**src/sv/gift128_pkg.sv**
```systemverilog
// GIFT-128 shared types, constants and bit-level round functions.
// Used by gift128_round and gift128_block_cipher_top; no dependencies.
package gift128_pkg;

  localparam int BlockW = 128;
  localparam int RcW    = 6;

  typedef logic [BlockW-1:0] block_t;
  typedef logic [RcW-1:0]    rc_t;

  typedef struct packed {
    logic valid;
    logic cmd;
  } ctl_t;

  localparam logic CmdEncrypt = 1'b0;
  localparam logic CmdDecrypt = 1'b1;

  function automatic logic [3:0] sbox_fwd(input logic [3:0] x);
    logic [3:0] y;
    case (x)
      4'h0: y = 4'h1;
      4'h1: y = 4'hA;
      4'h2: y = 4'h4;
      4'h3: y = 4'hC;
      4'h4: y = 4'h6;
      4'h5: y = 4'hF;
      4'h6: y = 4'h3;
      4'h7: y = 4'h9;
      4'h8: y = 4'h2;
      4'h9: y = 4'hD;
      4'hA: y = 4'hB;
      4'hB: y = 4'h7;
      4'hC: y = 4'h5;
      4'hD: y = 4'h0;
      4'hE: y = 4'h8;
      default: y = 4'hE;
    endcase
    return y;
  endfunction

  function automatic logic [3:0] sbox_inv(input logic [3:0] x);
    logic [3:0] y;
    case (x)
      4'h0: y = 4'hD;
      4'h1: y = 4'h0;
      4'h2: y = 4'h8;
      4'h3: y = 4'h6;
      4'h4: y = 4'h2;
      4'h5: y = 4'hC;
      4'h6: y = 4'h4;
      4'h7: y = 4'hB;
      4'h8: y = 4'hE;
      4'h9: y = 4'h7;
      4'hA: y = 4'h1;
      4'hB: y = 4'hA;
      4'hC: y = 4'h3;
      4'hD: y = 4'h9;
      4'hE: y = 4'hF;
      default: y = 4'h5;
    endcase
    return y;
  endfunction

  function automatic block_t sub_fwd(input block_t x);
    block_t y;
    for (int k = 0; k < 32; k++) begin
      y[4*k +: 4] = sbox_fwd(x[4*k +: 4]);
    end
    return y;
  endfunction

  function automatic block_t sub_inv(input block_t x);
    block_t y;
    for (int k = 0; k < 32; k++) begin
      y[4*k +: 4] = sbox_inv(x[4*k +: 4]);
    end
    return y;
  endfunction

  function automatic int perm_pos(input int i);
    int q;
    q = i & 3;
    return 4 * (i >> 4) + 32 * (((3 * ((i & 15) >> 2)) + q) & 3) + q;
  endfunction

  function automatic block_t perm_fwd(input block_t x);
    block_t y;
    for (int i = 0; i < BlockW; i++) begin
      y[perm_pos(i)] = x[i];
    end
    return y;
  endfunction

  function automatic block_t perm_inv(input block_t x);
    block_t y;
    for (int i = 0; i < BlockW; i++) begin
      y[i] = x[perm_pos(i)];
    end
    return y;
  endfunction

  function automatic block_t add_round_key(input block_t x, input block_t k, input rc_t rc);
    block_t y;
    y = x;
    for (int i = 0; i < 32; i++) begin
      y[4*i+2] = y[4*i+2] ^ k[64+i];
      y[4*i+1] = y[4*i+1] ^ k[i];
    end
    for (int i = 0; i < RcW; i++) begin
      y[4*i+3] = y[4*i+3] ^ rc[i];
    end
    y[BlockW-1] = ~y[BlockW-1];
    return y;
  endfunction

  function automatic block_t key_update(input block_t k);
    return {k[17:16], k[31:18], k[11:0], k[15:12], k[127:32]};
  endfunction

  function automatic block_t key_revert(input block_t k);
    return {k[95:0], k[125:112], k[127:126], k[99:96], k[111:100]};
  endfunction

  // position of key bit b after n key updates
  function automatic int key_pos(input int b, input int n);
    int p;
    p = b;
    for (int i = 0; i < n; i++) begin
      if (p >= 32) begin
        p = p - 32;
      end else if (p >= 16) begin
        p = 112 + ((p - 2) & 15);
      end else begin
        p = 96 + ((p + 4) & 15);
      end
    end
    return p;
  endfunction

  // round constant used by round n (from 0)
  function automatic rc_t rc_at(input int n);
    rc_t c;
    c = '0;
    for (int i = 0; i <= n; i++) begin
      c = {c[4:0], c[5] ^ c[4] ^ 1'b1};
    end
    return c;
  endfunction

endpackage

```
**src/sv/gift128_round.sv**
```systemverilog
// One GIFT-128 round stage, encrypt or decrypt per word, with its pipeline register.
// Depends on gift128_pkg.
module gift128_round #(
  parameter logic [5:0] RC_ENC = 6'h01,
  parameter logic [5:0] RC_DEC = 6'h01
) (
  input  logic                  clk_i,
  input  logic                  rst_ni,
  input  logic                  en_i,
  input  gift128_pkg::ctl_t     ctl_i,
  input  gift128_pkg::block_t   state_i,
  input  gift128_pkg::block_t   key_i,
  output gift128_pkg::ctl_t     ctl_o,
  output gift128_pkg::block_t   state_o,
  output gift128_pkg::block_t   key_o
);
  import gift128_pkg::*;

  logic   valid_q;
  logic   cmd_q;
  block_t state_d, state_q;
  block_t key_d, key_q;
  block_t enc_state, dec_state;

  assign enc_state = add_round_key(perm_fwd(sub_fwd(state_i)), key_i, RC_ENC);
  assign dec_state = sub_inv(perm_inv(add_round_key(state_i, key_i, RC_DEC)));

  always_comb begin
    if (ctl_i.cmd == CmdDecrypt) begin
      state_d = dec_state;
      key_d   = key_revert(key_i);
    end else begin
      state_d = enc_state;
      key_d   = key_update(key_i);
    end
  end

  always_ff @(posedge clk_i or negedge rst_ni) begin
    if (!rst_ni) begin
      valid_q <= 1'b0;
    end else if (en_i) begin
      valid_q <= ctl_i.valid;
    end
  end

  always_ff @(posedge clk_i) begin
    if (en_i) begin
      cmd_q   <= ctl_i.cmd;
      state_q <= state_d;
      key_q   <= key_d;
    end
  end

  assign ctl_o   = '{valid: valid_q, cmd: cmd_q};
  assign state_o = state_q;
  assign key_o   = key_q;

endmodule
```
**config.mk**
```make
export PLATFORM = sky130hd
export DESIGN_NAME = gift128_round
export DESIGN_NICKNAME = d
export VERILOG_FILES = /design/src/sv/gift128_pkg.sv /design/src/sv/gift128_round.sv
export SDC_FILE = /design/constraint.sdc
export NUM_CORES = 1
export LEC_CHECK = 0
export ABC_CLOCK_PERIOD_IN_PS = 800
export BUFFER_PORTS_ARGS = -buffer_cell sky130_fd_sc_hd__buf_4
export CAP_MARGIN = 30
export CORE_MARGIN = 4
export CORE_UTILIZATION = 45
export DETAILED_ROUTE_END_ITERATION = 7
export GPL_ROUTABILITY_DRIVEN = 0
export GPL_TIMING_DRIVEN = 0
export HOLD_SLACK_MARGIN = 0.06
export PLACE_DENSITY = 0.74
export SLEW_MARGIN = 5
export SYNTH_ARGS = -nofsm -noshare
export SYNTH_HDL_FRONTEND = slang
export SYNTH_SLANG_ARGS = --single-unit
```
**constraint.sdc**
```tcl
create_clock -name clk_i -period 0.8 [get_ports clk_i]
set_input_delay 0.12 -clock clk_i [delete_from_list [all_inputs] [get_ports clk_i]]
set_output_delay 0.12 -clock clk_i [all_outputs]
set_load 0.01 [all_outputs]
```
==> reports/results.txt <==
Worst setup startpoint: state_o[14]
Critical Path Fanout Max: 1
Fin. Hold Viols: 59
Post-Synth XOR/XNOR Area: 11.4%
Layout Cells excl Fill: 3517
clk_skew: 0 ns
global-route wire length before repair: 146 mm
CTS buffer count: 30
gr ovfl total: 0
number of synthesized flops with an enable pin: 257
FMAX: 644 MHz
Root Buffer Master: clkbuf_16
worst slack, placed: -1.40 ns
post-synthesis register bit count: 258
nets: 3299
mux contribution to synthesized area: 14.0%
Avg Cell Area, Syn: 10.2 um^2
worst reg-to-reg setup slack: -0.12 ns
Synth area leader: edfxtp_1
initial antenna violation count: 17
drt wl/cell: 33.2 um
Slew HR: 46.8%
DP Cell Count: 3082
PwrDens: 1520 nW/um^2
Adder-Cell Fraction of Synth Area: 9.70%
ranking of synthesized cells by area: edfxtp_1 (37%), ha_1 (9.7%), mux2_2 (8.5%)
Clock Latency Late Sink: 0.60 ns
Boundary Pins: 519
minimum clock period: 1.55 ns
Synth async-reset ratio: 0.388%
Min Hold Slack: -0.0826 ns
CP startpoint kind: flop
H-Tree Level Count: 1
CP required: 0.68 ns
Area Growth Syn to Fin: 84.9%
DR pass1 iterations: 6
largest family of logic cells by synthesized area: compound AO/OA/AOI/OAI gates
worst-case clock buffer depth: 3
Mapped Nets: 2441
CTS tree: built
Sum Neg Setup Slack: -138.44 ns
total power: 58.0 mW
failing checks: hold timing, setup timing
actual slew at the worst max-slew pin: 0.795 ns
status: finished, violations left
Synth warnings: 0
area share of the largest cell type after synthesis: 37.4%
CP max stage cell: edfxtp_1
die footprint: 49400 um^2
Final Worst Setup Slack: -0.752 ns
share of post-route cells with drive strength above 1: 58.9%
cell chain of the critical path: buf_6
CTS clk-pin slew, worst paths: 0.06 ns
# clock sinks: 258
Setup violations, final: 420
DP HPWL: 70.1 mm
Max Slew Vio Count: 0
Finished Cell Area: 38200 um^2
Top FF cell, synth: edfxtp_1
Crit path largest cell delay: 0.61 ns
Synth Area in Compound Gates: 15.9%
RSZ-0062 raised after global routing: yes
Cell Rows: 78
Seq/Total Area, Yosys: 37.5%
crit path to: state_o[14]
P_leak: 15.4 nW
drt drc: 0
reg-to-reg critical path endpoint: valid_q
FF+latch area: 7740 um^2
Core Region: 45400 um^2
Max Cap Viol: 0
starting DRC count in detailed routing: 3121
Setup CP Type: flop to primary output
Placed Area: 28600 um^2
Worst Path Arrival: 1.43 ns
Vias/cell: 6.55
hold_sp: en_i
Die X: 222 um
simple-gate area share of the yosys netlist: 6.41%
antenna viol nets, final: 0
Setup crit end kind: primary output
worst reg-to-reg path cell count: 2
Netlist Area Pre-Place: 20600 um^2
reg2reg start: valid_q
Initial Util: 45.5%
Filler cells: 2112
delay-heaviest family, CP: flip-flops
WP depth: 1
footprint of the multi-input gates: 17400 um^2
post-synthesis cell type count: 49
Hold Path Class: input pin to flop
I/O Buffers: 459
Total Wirelength: 117 mm
IR drop worst, VDD: 1.82 mV
Cells after Synth: 2020
vias in the first global route: 21600
Buf/Inv on CP: 1
fin util: 84.1%
Overall Global Routing Usage: 39.6%
Vias: 23000
die height: 222 um
fin crit share: 194%
largest net degree at the start of global routing: 94
## layout by cell type (no fill, tap or decap), types with 64 or more instances in the layout
cell type / netlist / routed
buf_4: 3 / 316
buf_6: 0 / 313
edfxtp_1: 257 / 257
nor2_1: 167 / 153
mux2_4: 0 / 141
xnor2_1: 183 / 124
nand2_1: 105 / 94
dlygate4sd3_1: 0 / 90
ha_4: 0 / 79
a21oi_1: 126 / 77
buf_12: 0 / 71
mux2i_1: 114 / 64
## synthesized netlist by cell type, types with 2 or more instances
library cell and instances:
nor2_1 167, a211oi_1 60, buf_2 46, nor3_1 27, nand2b_1 9, o22ai_1 32, inv_1 109, nand4_1 3
buf_4 3, mux2_2 156, a2bb2oi_1 7, o221a_2 2, a41oi_1 27, edfxtp_1 257, and2_1 3, a21oi_1 126
nand2_1 105, o211a_1 3, nand3b_1 2, o31ai_1 10, and2_0 2, o32ai_1 2, o21a_1 2, xor2_2 13
or2_2 3, a22oi_1 15, o211ai_1 52, o41ai_1 25, a221oi_1 37, mux2i_1 114, o21ai_0 76, a31oi_1 6
xor2_1 59, clkbuf_1 101, xnor2_1 183, a2111oi_0 2, ha_1 160, a32oi_1 2, a211o_1 2
## cell type report
cell class              instances  area share [%]
repair buffers                831            23.7
diodes                         15          0.0984
flip-flops and latches        258            20.3
clock buffers                  39            2.08
inverters                     110            1.65
multi-input cells            1501            45.5
well taps                     600            1.97
clock inverters                17           0.567
plain buffers                 146            4.13
## state kept, by name, summed over array words and instances (netlist names)
register	count
key_o	128
valid_q	1
cmd_q	1
state_o	128
## power by group
part / internal, mW / total (mW) / switching, mW
logic: 12.3 / 25.3 / 13.0
clock network: 8.34 / 14.9 / 6.53
registers: 16.8 / 17.8 / 1.01
## worst min-delay path by stage
| stage | end | cells after the start |
|---|---|---|
| after floorplan | valid_q | 0 |
| after global placement | valid_q | 1 |
| after detailed placement | valid_q | 1 |
| after CTS | key_o[89] | 1 |
| after global routing | key_o[89] | 1 |
| final | key_o[23] | 1 |
## metal layers
layer,wire length (um),up-vias,global-route usage (%)
li1,-,9168,-
met1,37800,11200,45.5
met2,52100,1998,64.9
met3,15200,669,11.7
met4,11500,4,25.1
met5,22,-,0
## kinds of logic after synthesis
family	Yosys count
buf+inv	261
simple gates	325
mux	270
compound gates	490
flops	258
fa+ha+maj	160
xor+xnor	256
## repair_timing
| item | in CTS | in global routing |
|---|---|---|
| buffers inserted | 155 | 74 |
| gates cloned | 2 | 12 |
| hold buffers | 128 | 2 |
| resized for setup | 716 | 435 |
| endpoints found under the hold margin | 199 | 78 |
| endpoints found under the setup margin | 479 | 508 |
| pin swaps | 203 | 214 |
Note: power is estimated with default switching activity, not from simulation.
